$ cat config.mk
export PLATFORM = sky130hd
export DESIGN_NAME = ordered_list_engine_unit
export DESIGN_NICKNAME = d
export VERILOG_FILES = /design/src/ole_pkg.sv /design/src/ordered_list_engine_unit.sv /design/src/ole_ram.sv
export SDC_FILE = /design/constraint.sdc
export NUM_CORES = 2
export LEC_CHECK = 0
export BUFFER_PORTS_ARGS = -buffer_cell sky130_fd_sc_hd__buf_2
export CELL_PAD_IN_SITES_DETAIL_PLACEMENT = 0
export CELL_PAD_IN_SITES_GLOBAL_PLACEMENT = 1
export CORE_MARGIN = 2
export CORE_UTILIZATION = 47
export CTS_CLUSTER_DIAMETER = 80
export DETAILED_ROUTE_END_ITERATION = 8
export PLACE_DENSITY = 0.73
export REMOVE_ABC_BUFFERS = 1
export SYNTH_ARGS = -nofsm -noshare
export SYNTH_HDL_FRONTEND = slang
export SYNTH_SLANG_ARGS = --single-unit
$ cat constraint.sdc
create_clock -name clk -period 6.7 [get_ports clk]
set_input_delay 1.34 -clock clk [delete_from_list [all_inputs] [get_ports clk]]
set_output_delay 1.34 -clock clk [all_outputs]
set_load 0.05 [all_outputs]
$ cat src/ole_pkg.sv
// Package for the ordered list engine: operation and status codes, field widths.
// Used by every module of the block but ole_ram; depends on nothing.
package ole_pkg;

  localparam int OP_W        = 4;
  localparam int VALUE_W     = 32;
  localparam int ST_W        = 2;
  localparam int POS_W       = 5;
  localparam int MAX_RESULTS = 32;

  typedef logic [OP_W-1:0]    op_t;
  typedef logic [ST_W-1:0]    status_t;
  typedef logic [VALUE_W-1:0] value_t;

  localparam op_t OP_INS_HEAD  = 4'd0;
  localparam op_t OP_INS_TAIL  = 4'd1;
  localparam op_t OP_INS_AFTER = 4'd2;
  localparam op_t OP_SEARCH    = 4'd3;
  localparam op_t OP_TRAVERSE  = 4'd4;
  localparam op_t OP_DEL_HEAD  = 4'd5;
  localparam op_t OP_DEL_TAIL  = 4'd6;
  localparam op_t OP_DEL_VALUE = 4'd7;
  localparam op_t OP_CLEAR     = 4'd8;

  localparam status_t ST_OK       = 2'd0;
  localparam status_t ST_EMPTY    = 2'd1;
  localparam status_t ST_NOTFOUND = 2'd2;
  localparam status_t ST_FULL     = 2'd3;

endpackage

$ cat src/ordered_list_engine_unit.sv
// Top level of the ordered list engine: a singly linked list in a pool of slots.
// Depends on ole_pkg and ole_ram (value memory and link memory).
//
//  Channel  | Ports                                        | Beat taken when
//  ---------+----------------------------------------------+-------------------------
//  input    | start, busy, in_operation, in_new_value,     | start high, busy low
//           | in_match_value                               |
//  result   | out_valid, out_status, out_element_value,    | every cycle out_valid is
//           | out_position, out_last_of_run                | high (no back-pressure)
//
// A small sequencer drives one memory read per cycle through the linked slots.
// Search, insert-after and delete-value walk the list until a match or its end;
// traverse emits its beats back to back; delete-tail stops before the tail.
// Inserts scan eight slots at a time for the lowest free one, write the node
// and a second link if needed; answers decided at start come in the next cycle.
// Reset is synchronous and empties the list; memory contents are not cleared.
// The receiver cannot stall; busy stays high until the final beat is issued.
module ordered_list_engine_unit #(
  parameter int DEPTH = 32
) (
  input  logic                          clk,
  input  logic                          rst_n,
  input  logic                          start,
  output logic                          busy,
  input  ole_pkg::op_t                  in_operation,
  input  logic signed [31:0]            in_new_value,
  input  logic signed [31:0]            in_match_value,
  output logic                          out_valid,
  output ole_pkg::status_t              out_status,
  output logic signed [31:0]            out_element_value,
  output logic [ole_pkg::POS_W-1:0]     out_position,
  output logic                          out_last_of_run
);

  localparam int SW     = $clog2(DEPTH);
  localparam int CW     = $clog2(DEPTH + 1);
  localparam int CHUNKS = (DEPTH + 7) / 8;
  localparam int CHW    = (CHUNKS > 1) ? $clog2(CHUNKS) : 1;

  localparam logic [2:0] S_IDLE   = 3'd0;
  localparam logic [2:0] S_FIND   = 3'd1;
  localparam logic [2:0] S_TRAV   = 3'd2;
  localparam logic [2:0] S_WALKT  = 3'd3;
  localparam logic [2:0] S_DHEAD  = 3'd4;
  localparam logic [2:0] S_ALLOC  = 3'd5;
  localparam logic [2:0] S_COMMIT = 3'd6;
  localparam logic [2:0] S_LINK2  = 3'd7;

  logic [2:0]          state_r, state_nxt;
  ole_pkg::op_t        op_r, op_nxt;
  ole_pkg::value_t     nv_r, nv_nxt, mv_r, mv_nxt;
  logic [SW-1:0]       head_r, head_nxt, tail_r, tail_nxt;
  logic [CW-1:0]       count_r, count_nxt;
  logic [DEPTH-1:0]    used_r, used_nxt;
  logic [SW-1:0]       cur_r, cur_nxt, prev_r, prev_nxt;
  logic [CW-1:0]       idx_r, idx_nxt;
  logic [SW-1:0]       fslot_r, fslot_nxt, fnext_r, fnext_nxt, nslot_r, nslot_nxt;
  logic [CW-1:0]       fpos_r, fpos_nxt;
  logic [CHW-1:0]      chunk_r, chunk_nxt;

  logic                     out_valid_r, out_valid_nxt;
  ole_pkg::status_t         out_status_r, out_status_nxt;
  ole_pkg::value_t          out_elem_r, out_elem_nxt;
  logic [ole_pkg::POS_W-1:0] out_pos_r, out_pos_nxt;
  logic                     out_last_r, out_last_nxt;

  // Memory ports.
  logic                 v_we, l_we;
  logic [SW-1:0]        v_waddr, l_waddr, raddr;
  ole_pkg::value_t      v_wdata, v_rdata;
  logic [SW-1:0]        l_wdata, l_rdata;

  // Free-slot scan, eight slots per cycle.
  logic [CHUNKS*8-1:0]  pmap;
  logic [7:0]           scan_byte;
  logic [2:0]           first_zero;
  logic                 byte_has_free;

  logic                 full, empty, match, trav_last, walk_done;

  ole_ram #(.WIDTH(ole_pkg::VALUE_W), .DEPTH(DEPTH)) u_value_ram (
    .clk   (clk),
    .we    (v_we),
    .waddr (v_waddr),
    .wdata (v_wdata),
    .raddr (raddr),
    .rdata (v_rdata)
  );

  ole_ram #(.WIDTH(SW), .DEPTH(DEPTH)) u_link_ram (
    .clk   (clk),
    .we    (l_we),
    .waddr (l_waddr),
    .wdata (l_wdata),
    .raddr (raddr),
    .rdata (l_rdata)
  );

  always_comb begin
    pmap = '1;
    pmap[DEPTH-1:0] = used_r;
    scan_byte = pmap[chunk_r*8 +: 8];
    byte_has_free = (scan_byte != 8'hFF);
    first_zero = 3'd0;
    for (int k = 7; k >= 0; k--) begin
      if (!scan_byte[k]) begin
        first_zero = 3'(k);
      end
    end
  end

  assign full      = (count_r == CW'(DEPTH));
  assign empty     = (count_r == '0);
  assign match     = (v_rdata == mv_r);
  assign trav_last = (({1'b0, idx_r} + (CW+1)'(1)) == {1'b0, count_r}) ||
                     (32'(idx_r) == 32'(ole_pkg::MAX_RESULTS - 1));
  assign walk_done = (({1'b0, idx_r} + (CW+1)'(2)) == {1'b0, count_r});

  // The walk presents the link just read as the next address, so one slot
  // is visited per cycle.
  always_comb begin
    case (state_r)
      S_FIND, S_TRAV, S_WALKT: raddr = l_rdata;
      default:                 raddr = head_r;
    endcase
  end

  always_comb begin
    state_nxt = state_r;
    op_nxt    = op_r;
    nv_nxt    = nv_r;
    mv_nxt    = mv_r;
    head_nxt  = head_r;
    tail_nxt  = tail_r;
    count_nxt = count_r;
    used_nxt  = used_r;
    cur_nxt   = cur_r;
    prev_nxt  = prev_r;
    idx_nxt   = idx_r;
    fslot_nxt = fslot_r;
    fnext_nxt = fnext_r;
    fpos_nxt  = fpos_r;
    nslot_nxt = nslot_r;
    chunk_nxt = chunk_r;

    out_valid_nxt  = 1'b0;
    out_status_nxt = ole_pkg::ST_OK;
    out_elem_nxt   = '0;
    out_pos_nxt    = '0;
    out_last_nxt   = 1'b1;

    v_we    = 1'b0;
    v_waddr = nslot_r;
    v_wdata = nv_r;
    l_we    = 1'b0;
    l_waddr = nslot_r;
    l_wdata = '0;

    case (state_r)
      S_IDLE: begin
        op_nxt    = in_operation;
        nv_nxt    = in_new_value;
        mv_nxt    = in_match_value;
        cur_nxt   = head_r;
        prev_nxt  = head_r;
        idx_nxt   = '0;
        chunk_nxt = '0;
        if (start) begin
          if ((in_operation inside {[ole_pkg::OP_INS_AFTER:ole_pkg::OP_DEL_VALUE]}) &&
              empty) begin
            out_valid_nxt  = 1'b1;
            out_status_nxt = ole_pkg::ST_EMPTY;
          end else begin
            case (in_operation)
              ole_pkg::OP_INS_HEAD, ole_pkg::OP_INS_TAIL: begin
                if (full) begin
                  out_valid_nxt  = 1'b1;
                  out_status_nxt = ole_pkg::ST_FULL;
                end else begin
                  state_nxt = S_ALLOC;
                end
              end
              ole_pkg::OP_INS_AFTER, ole_pkg::OP_SEARCH, ole_pkg::OP_DEL_VALUE: begin
                state_nxt = S_FIND;
              end
              ole_pkg::OP_TRAVERSE: state_nxt = S_TRAV;
              ole_pkg::OP_DEL_HEAD: state_nxt = S_DHEAD;
              ole_pkg::OP_DEL_TAIL: begin
                state_nxt = (count_r == CW'(1)) ? S_DHEAD : S_WALKT;
              end
              ole_pkg::OP_CLEAR: begin
                used_nxt      = '0;
                head_nxt      = '0;
                tail_nxt      = '0;
                count_nxt     = '0;
                out_valid_nxt = 1'b1;
              end
              default: out_valid_nxt = 1'b1;
            endcase
          end
        end
      end

      S_FIND: begin
        if (idx_r == count_r) begin
          out_valid_nxt  = 1'b1;
          out_status_nxt = ole_pkg::ST_NOTFOUND;
          state_nxt      = S_IDLE;
        end else if (match) begin
          case (op_r)
            ole_pkg::OP_INS_AFTER: begin
              if (full) begin
                out_valid_nxt  = 1'b1;
                out_status_nxt = ole_pkg::ST_FULL;
                state_nxt      = S_IDLE;
              end else begin
                fslot_nxt = cur_r;
                fnext_nxt = l_rdata;
                fpos_nxt  = idx_r;
                chunk_nxt = '0;
                state_nxt = S_ALLOC;
              end
            end
            ole_pkg::OP_DEL_VALUE: begin
              if (idx_r == '0) begin
                head_nxt = l_rdata;
              end else begin
                l_we    = 1'b1;
                l_waddr = prev_r;
                l_wdata = l_rdata;
                if (cur_r == tail_r) begin
                  tail_nxt = prev_r;
                end
              end
              used_nxt[cur_r] = 1'b0;
              count_nxt       = count_r - 1'b1;
              if (count_r == CW'(1)) begin
                head_nxt = '0;
                tail_nxt = '0;
              end
              out_valid_nxt = 1'b1;
              out_pos_nxt   = ole_pkg::POS_W'(idx_r);
              state_nxt     = S_IDLE;
            end
            default: begin
              out_valid_nxt = 1'b1;
              out_pos_nxt   = ole_pkg::POS_W'(idx_r);
              state_nxt     = S_IDLE;
            end
          endcase
        end else begin
          prev_nxt = cur_r;
          cur_nxt  = l_rdata;
          idx_nxt  = idx_r + 1'b1;
        end
      end

      S_TRAV: begin
        out_valid_nxt = 1'b1;
        out_elem_nxt  = v_rdata;
        out_pos_nxt   = ole_pkg::POS_W'(idx_r);
        out_last_nxt  = trav_last;
        if (trav_last) begin
          state_nxt = S_IDLE;
        end else begin
          cur_nxt = l_rdata;
          idx_nxt = idx_r + 1'b1;
        end
      end

      S_WALKT: begin
        // Stops on the node just before the tail.
        if (walk_done) begin
          l_we             = 1'b1;
          l_waddr          = cur_r;
          l_wdata          = '0;
          used_nxt[tail_r] = 1'b0;
          tail_nxt         = cur_r;
          count_nxt        = count_r - 1'b1;
          out_valid_nxt    = 1'b1;
          state_nxt        = S_IDLE;
        end else begin
          cur_nxt = l_rdata;
          idx_nxt = idx_r + 1'b1;
        end
      end

      S_DHEAD: begin
        head_nxt         = l_rdata;
        used_nxt[head_r] = 1'b0;
        count_nxt        = count_r - 1'b1;
        if (count_r == CW'(1)) begin
          head_nxt = '0;
          tail_nxt = '0;
        end
        out_valid_nxt = 1'b1;
        state_nxt     = S_IDLE;
      end

      S_ALLOC: begin
        if (byte_has_free) begin
          nslot_nxt = SW'({chunk_r, first_zero});
          state_nxt = S_COMMIT;
        end else begin
          chunk_nxt = chunk_r + 1'b1;
        end
      end

      S_COMMIT: begin
        v_we              = 1'b1;
        l_we              = 1'b1;
        used_nxt[nslot_r] = 1'b1;
        case (op_r)
          ole_pkg::OP_INS_HEAD: begin
            l_wdata   = head_r;
            head_nxt  = nslot_r;
            if (empty) begin
              tail_nxt = nslot_r;
            end
            count_nxt     = count_r + 1'b1;
            out_valid_nxt = 1'b1;
            state_nxt     = S_IDLE;
          end
          ole_pkg::OP_INS_TAIL: begin
            l_wdata = '0;
            if (empty) begin
              head_nxt      = nslot_r;
              tail_nxt      = nslot_r;
              count_nxt     = count_r + 1'b1;
              out_valid_nxt = 1'b1;
              state_nxt     = S_IDLE;
            end else begin
              state_nxt = S_LINK2;
            end
          end
          default: begin
            l_wdata   = fnext_r;
            state_nxt = S_LINK2;
          end
        endcase
      end

      S_LINK2: begin
        // Second link write: hook the new slot in behind its predecessor.
        l_we          = 1'b1;
        l_wdata       = nslot_r;
        count_nxt     = count_r + 1'b1;
        tail_nxt      = tail_r;
        out_valid_nxt = 1'b1;
        state_nxt     = S_IDLE;
        case (op_r)
          ole_pkg::OP_INS_TAIL: begin
            l_waddr  = tail_r;
            tail_nxt = nslot_r;
          end
          default: begin
            l_waddr = fslot_r;
            if (fslot_r == tail_r) begin
              tail_nxt = nslot_r;
            end
            out_pos_nxt = ole_pkg::POS_W'(fpos_r);
          end
        endcase
      end

      default: state_nxt = S_IDLE;
    endcase
  end

  always_ff @(posedge clk) begin
    if (!rst_n) begin
      state_r     <= S_IDLE;
      head_r      <= '0;
      tail_r      <= '0;
      count_r     <= '0;
      used_r      <= '0;
      out_valid_r <= 1'b0;
    end else begin
      state_r     <= state_nxt;
      head_r      <= head_nxt;
      tail_r      <= tail_nxt;
      count_r     <= count_nxt;
      used_r      <= used_nxt;
      out_valid_r <= out_valid_nxt;
    end
  end

  always_ff @(posedge clk) begin
    op_r         <= op_nxt;
    nv_r         <= nv_nxt;
    mv_r         <= mv_nxt;
    cur_r        <= cur_nxt;
    prev_r       <= prev_nxt;
    idx_r        <= idx_nxt;
    fslot_r      <= fslot_nxt;
    fnext_r      <= fnext_nxt;
    fpos_r       <= fpos_nxt;
    nslot_r      <= nslot_nxt;
    chunk_r      <= chunk_nxt;
    out_status_r <= out_status_nxt;
    out_elem_r   <= out_elem_nxt;
    out_pos_r    <= out_pos_nxt;
    out_last_r   <= out_last_nxt;
  end

  assign busy              = (state_r != S_IDLE);
  assign out_valid         = out_valid_r;
  assign out_status        = out_status_r;
  assign out_element_value = $signed(out_elem_r);
  assign out_position      = out_pos_r;
  assign out_last_of_run   = out_last_r;

endmodule

$ cat src/ole_ram.sv
// Generic single-port-write, single-port-read RAM with a registered read.
// Stand-alone; no package needed.
module ole_ram #(
  parameter int WIDTH = 32,
  parameter int DEPTH = 32,
  localparam int AW   = (DEPTH > 1) ? $clog2(DEPTH) : 1
) (
  input  logic             clk,
  input  logic             we,
  input  logic [AW-1:0]    waddr,
  input  logic [WIDTH-1:0] wdata,
  input  logic [AW-1:0]    raddr,
  output logic [WIDTH-1:0] rdata
);

  logic [WIDTH-1:0] mem [DEPTH];

  always_ff @(posedge clk) begin
    if (we) begin
      mem[waddr] <= wdata;
    end
    rdata <= mem[raddr];
  end

endmodule

Yosys cells after proc, flatten, opt, wreduce, memory -nomap -nowiden. Memories as Yosys holds them, arrays and structs flattened. A register that Yosys moved wholly into a read port is not among the register bits. Index checks and enable logic that the tools add are counted.

Word-level logic and storage cells: 285. Memory bits (writable): 1184. Input port bits: 71. Register bits after elaboration: 198. Memories: 2. Output and inout bits: 42.

Memories: u_value_ram.mem (depth 32, width 32, read ports 1, clocked after Yosys merged registers in 1, wr ports 1, line ole_ram.sv:16) `logic [WIDTH-1:0] mem [DEPTH];`; u_link_ram.mem (depth 32, width 5, read ports 1, clocked after Yosys merged registers in 1, wr ports 1, line ole_ram.sv:16).

Reduce and logical (&&, ||, !) cells: 39. Eq/ne operators: 55. Bitwise gates (word level): 9. Mux-type cells: 139. Order comparisons: 10. Shift operators: 1. Add/subtract/negate cells: 6.

Operator list (count): $mux 32 (7); $mux 5 (42); $pmux 32 s5 (1); $and 32x32->32 (3); $not 32->32 (3); $mux 6 (12); $mux 3 (16); $pmux 5 s3 (3); $pmux 5 s4 (2); $pmux 6 s6 (1); $eq 32x32->1 (1); $ne 2x2->1 const B (16); $or 32x32->32 (1); $shiftx 32x6->8 (1); $pmux 5 s2 (3); $pmux 5 s6 (1); $mux 2 (14); $lt 5x6->1 const B (4); $pmux 6 s4 (1); $mux 1 (22); $ne 3x3->1 const B (7); $pmux 3 s7 (1); $demux 1 s5 (4); $eq 4x3->1 const B (5); other kinds (54) (88).

Longest topological paths before layout.
Depth in word-level cells: 10. Depth in mapped cells: 12. Depth with buffers taken out: 9.

Hierarchy. Synthesis repeated with hierarchy kept, for this count alone.

Cells, all modules: 3448. Area, all modules: 56534.2 um2.

By module, submodules not included: ole_ram (u_value_ram) (area each 40492.6 um2, cells each 2260, times used 1); ordered_list_engine_unit (area each 9696.8 um2, cells each 911, times used 1); ole_ram (u_link_ram) (area each 6344.8 um2, cells each 277, times used 1).

Worst setup path after synthesis. OpenSTA, ideal clock, no wires.

Kind: flip-flop to flip-flop. Start point: register state_r[0]. End point: register used_r[17], in the netlist pmap[17]. Data required time: 6630 ps. Cell stages (with the launch flop): 9. Setup time: 70 ps. Slack: -1989 ps. Period minus slack after synthesis: 8689 ps. Arrival time: 8618 ps. Cells stage by stage: dfxtp_1 -> clkbuf_1 -> nor3_1 -> inv_1 -> o22ai_2 -> o21bai_1 -> clkbuf_1 -> o41ai_1 -> a21oi_1.

Longest elaborated chain between the ends: 3.

RTL lines: from (decl) (line ordered_list_engine_unit.sv:49) `logic [2:0] state_r, state_nxt;`; from (signal assigned) (line ordered_list_engine_unit.sv:379) `state_r <= state_nxt;`; $eq 3x3->1, or another cell as far along (line ordered_list_engine_unit.sv:159) `case (state_r)`; $reduce_bool 5->1 (no line), or another cell as far along; $reduce_and 8->1 (no line); to (signal assigned) (line ordered_list_engine_unit.sv:383) `used_r <= used_nxt;`; to (decl) (line ordered_list_engine_unit.sv:54) `logic [DEPTH-1:0] used_r, used_nxt;`.

Several ways; a longest one is shown, not always the timed one. A chain may end at the register's enable or synchronous reset.

Worst setup path in the final report.
Start point: register mv_r[12]. End point: memory u_link_ram.mem[22][1] (netlist name), enable pin.

Longest elaborated chain between the ends: 6.

RTL lines: from (decl) (line ordered_list_engine_unit.sv:51) `ole_pkg::value_t nv_r, nv_nxt, mv_r, mv_nxt;`; from (signal assigned) (line ordered_list_engine_unit.sv:391) `mv_r <= mv_nxt;`; $eq 32x32->1 (*) (line ordered_list_engine_unit.sv:114) `assign match = (v_rdata == mv_r);`; $mux 1 (line ordered_list_engine_unit.sv:209) `end else if (match) begin`; $mux 1 (line ordered_list_engine_unit.sv:205) `if (idx_r == count_r) begin`; $pmux 1 s3 (line ordered_list_engine_unit.sv:159); $mux 1 (line ole_ram.sv:19) `if (we) begin`; $mux 1 (implied by the code) (line ole_ram.sv:20) `mem[waddr] <= wdata;`; to (decl) (line ole_ram.sv:16).

Mark *: on every way between the ends. The rest lies on a longest branch, timed or not.

==> results.txt <==
----------------------------------------------------
[Outcome]
  Status ... complete, no violations

[Placement]
  Total half-perimeter wirelength after legalization and detailed placement ... 87900 um
  Post-Place Worst Slack ... 2.11 ns
  Placement-stage cell area ... 60000 um2
  Number of I/O port buffers ... 112
  Weighted congestion reported at the end of routability-driven placement ... 0.868

[Global route]
  Overflow after GRT ... 0
  Via count of the first global-routing pass ... 36500
  Global-route wire length before repair ... 239000 um
  Largest net degree at the start of global routing ... 159
  Overall fraction of global-route tracks in use ... 0.256
  Initial antenna violation count ... 3

[Routing]
  Number of vias after detailed routing ... 38100
  Post-detailed-routing wire length ... 162000 um
  Detailed Route Iter0 Violations ... 4948
  Wire per inst ... 25.2 um
  Length of the first detailed-routing pass in iterations ... 6
  Vias/cell ... 5.92
  Remaining routing DRC violations ... 0
  Residual antenna-violating net count after detailed routing ... 0

[Synthesis]
  Post-synth top cells ... 1290 x sky130_fd_sc_hd__edfxtp_1, 1269 x sky130_fd_sc_hd__nand2_1, 635 x sky130_fd_sc_hd__nand3_1
  Top flip-flop cell by instance count after synthesis ... sky130_fd_sc_hd__edfxtp_1
  Cell Area, Synth ... 57700 um2
  Count of flip-flops with a built-in enable after synthesis ... 1290
  Avg Inst Size Synth ... 12.4 um2
  Top cells by area, synth ... sky130_fd_sc_hd__edfxtp_1 67%, sky130_fd_sc_hd__nand2_1 8.3%, sky130_fd_sc_hd__nand3_1 5.5%
  Fraction of the yosys area taken by sequential cells ... 0.716
  Share of synthesized flip-flops with an asynchronous set or reset ... 0
  Library cell occupying the most area in the post-synthesis netlist ... sky130_fd_sc_hd__edfxtp_1
  Post-Syn Instances ... 4664
  Flip-flop and latch count after synthesis ... 1419
  Synth warnings ... 0
  Dominant cell by count in the synthesized netlist ... sky130_fd_sc_hd__edfxtp_1
  Top-area cell type share of the netlist area ... 0.671
  Unique cell type count in the Yosys netlist ... 86

[Clock tree]
  Number of sinks driven by the clock tree ... 1419
  Insertion delay to the later sink of the worst-skew pair ... 0.79 ns
  Hold_buf cts ... 0
  Deepest clock path buffer count ... 3
  Count of instances resized after the clock tree is built ... 0
  Number of buffers added for setup after CTS ... 0
  Clock transition time at the flip-flop clock pins of the worst setup and hold paths ... 0.06 ns
  Buffer type at the clock tree root ... sky130_fd_sc_hd__clkbuf_16
  CTS buffer count ... 148
  Number of levels in the clock H-tree ... 4
  Clock tree from TritonCTS ... yes

[Layout]
  Count of nets after finishing ... 4759
  Layout cell share with drive strength beyond 1 ... 0.107
  Area added between synthesis and finish ... 12.3%
  Layout Cell Area excl Fill ... 64800 um2

[Critical path]
  Type of element capturing the critical path ... register
  Worst flop-to-flop path startpoint ... mv_r[12]
  Number of cells on the worst reg-to-reg path ... 8
  Worst setup path category ... reg -> reg
  Instance count on the critical path ... 8
  Minimum setup slack among reg-to-reg paths ... 1.97 ns
  Launch point of the worst path ... mv_r[12]
  Cell family with the largest share of critical-path delay ... simple AND/OR/NAND/NOR gates
  Reg-to-reg endpoint ... u_link_ram.mem[22][1]
  Capturing element of the worst setup path ... u_link_ram.mem[22][1]
  Worst path slowest cell ... sky130_fd_sc_hd__nor4_1
  Critical path required time ... 7.11 ns
  Crit path buf inv count ... 0
  Largest stage delay, worst path ... 0.95 ns
  Worst EP arrival ... 5.14 ns
  Cells along the critical path ... xor2_1 > nor4_1 > nand4_2 > nor4_4 > a2111oi_0 > a211oi_2 > nand2b_1 > nor2_1
  Worst-path maximum fanout ... 12
  Launching element type of the critical path ... register

[Worst hold path]
  Hold crit path type ... reg -> reg

[Power and ir drop]
  Pwr/cell area ... 475 nW/um2
  Leakage ... 22.5 nW
  Largest vdd supply drop ... 0.577 mV

[Run]
  Max-capacitance violation count ... 0

[Timing]
  Slew Limit Fails ... 0
  Setup slack after layout ... 1.97 ns
  Hold Slack ... 0.474 ns
  Fin crit period ... 4.73 ns
  Fin Setup TNS ... 0 ns
  Number of endpoints failing setup at the final stage ... 0
  Largest clock skew in the final design ... 0.0296 ns
  Count of endpoints failing hold in the final timing report ... 0
  Maximum frequency from static timing analysis ... 211 MHz
  Headroom to the max-slew limit ... 0.117
  Worst-Margin Slew ... 1.32 ns
  Setup repair after global routing missed its margin ... false
  Share of the clock period used by the worst path after layout ... 0.707

[Floorplanning]
  Die outline area ... 126000 um2
  Die width ... 354 um
  Y dimension of the die ... 354 um
  Initial standard-cell utilization of the core ... 0.473
  Site row count ... 128
  Top Ports ... 113
  Total core area ... 122000 um2

----------------------------------------------------
==> placed cells by master (no fill, tap or decap), types with 9 or more instances in the layout <==
master,n
sky130_fd_sc_hd__clkbuf_16,153
sky130_fd_sc_hd__inv_1,19
sky130_fd_sc_hd__edfxtp_1,1290
sky130_fd_sc_hd__buf_4,66
sky130_fd_sc_hd__buf_2,112
sky130_fd_sc_hd__inv_6,9
sky130_fd_sc_hd__clkbuf_8,17
sky130_fd_sc_hd__dfxtp_1,128
sky130_fd_sc_hd__a311oi_1,186
sky130_fd_sc_hd__a21oi_1,68
sky130_fd_sc_hd__o41ai_1,10
sky130_fd_sc_hd__clkinv_1,24
sky130_fd_sc_hd__clkbuf_1,35
sky130_fd_sc_hd__o21ai_0,78
sky130_fd_sc_hd__nor2_1,101
sky130_fd_sc_hd__a21o_1,37
sky130_fd_sc_hd__nor2_4,18
sky130_fd_sc_hd__nand2b_1,14
sky130_fd_sc_hd__a31oi_1,56
sky130_fd_sc_hd__nor4_1,18
sky130_fd_sc_hd__clkinv_2,23
sky130_fd_sc_hd__inv_2,18
sky130_fd_sc_hd__a211oi_1,15
sky130_fd_sc_hd__and3_1,113
sky130_fd_sc_hd__nand3_1,635
sky130_fd_sc_hd__xnor2_1,17
sky130_fd_sc_hd__nand2_1,1269
sky130_fd_sc_hd__xor2_1,41
sky130_fd_sc_hd__nor3_1,17
sky130_fd_sc_hd__nand3b_1,9
sky130_fd_sc_hd__a222oi_1,10
sky130_fd_sc_hd__buf_12,15
==> cell type report <==
type / count / area (um2)
Antenna cell: 2 / 5.00
Clock buffer: 205 / 4190
Clock inverter: 70 / 604
Fill cell: 10200 / 57100
Inverter: 41 / 171
Multi-Input combinational cell: 2879 / 15100
Sequential cell: 1419 / 41300
Tap cell: 1625 / 2030
Timing Repair Buffer: 193 / 1360
==> how the worst min path moves through the flow <==
stage	endpoint	slack, ns	depth (start not counted)	startpoint
final	pmap[29]	0.47	2	pmap[29]
after global routing	out_position[2]	0.49	1	fpos_r[2]
after CTS	pmap[11]	0.47	2	pmap[11]
after detailed placement	pmap[11]	0.46	2	pmap[11]
after global placement	pmap[11]	0.46	2	pmap[11]
after floorplan	pmap[17]	0.44	2	pmap[17]
==> where the power goes <==
group          switching (mW)  total, mW  internal, mW
Combinational            7.63       10.7          3.07
Sequential               1.10       12.0          10.9
Clock                    3.43       8.13          4.70
==> cell families after synthesis <==
family          after synthesis  synth area share
fa+ha+maj                     6           0.00130
buf+inv                     366            0.0260
mux                          18           0.00516
xor+xnor                     59           0.00909
simple gates               2270             0.175
compound gates              526            0.0675
flops                      1419             0.716
==> worst min-delay path: stages (launching register included) <==
cell and delay [ns]:
sky130_fd_sc_hd__dfxtp_1 0.30, sky130_fd_sc_hd__o21ai_0 0.06, sky130_fd_sc_hd__a21oi_1 0.06
==> flip-flops by register name, summed over array words and instances (netlist names), 6 cells and up <==
signal	cells
nv_r	32
u_value_ram.mem	1024
out_element_value	32
u_link_ram.mem	160
count_r	6
mv_r	32
idx_r	6
pmap	32
u_value_ram.rdata	32
==> through the flow <==
stage / cells / power [mW] / utilization
global placement: 6157 / 22.7 / 0.492
floorplan: 4339 / 17.7 / -
finish: 6434 / 30.8 / 0.531
detailed placement: 6157 / 22.8 / 0.492
global route: 6432 / 32.3 / 0.531
CTS: 6432 / 30.9 / 0.531
==> layer usage <==
metal  vias up  GRT usage  routed length (um)  share of wire
met2      1672      0.393               73800           0.46
li1      17200          -                   -              -
met3       262     0.0551               14100          0.087
met1     19000      0.364               69500           0.43
met4         0     0.0827                4690          0.029
met5         -          0                   0              0
(Power assumes the default switching activity.)
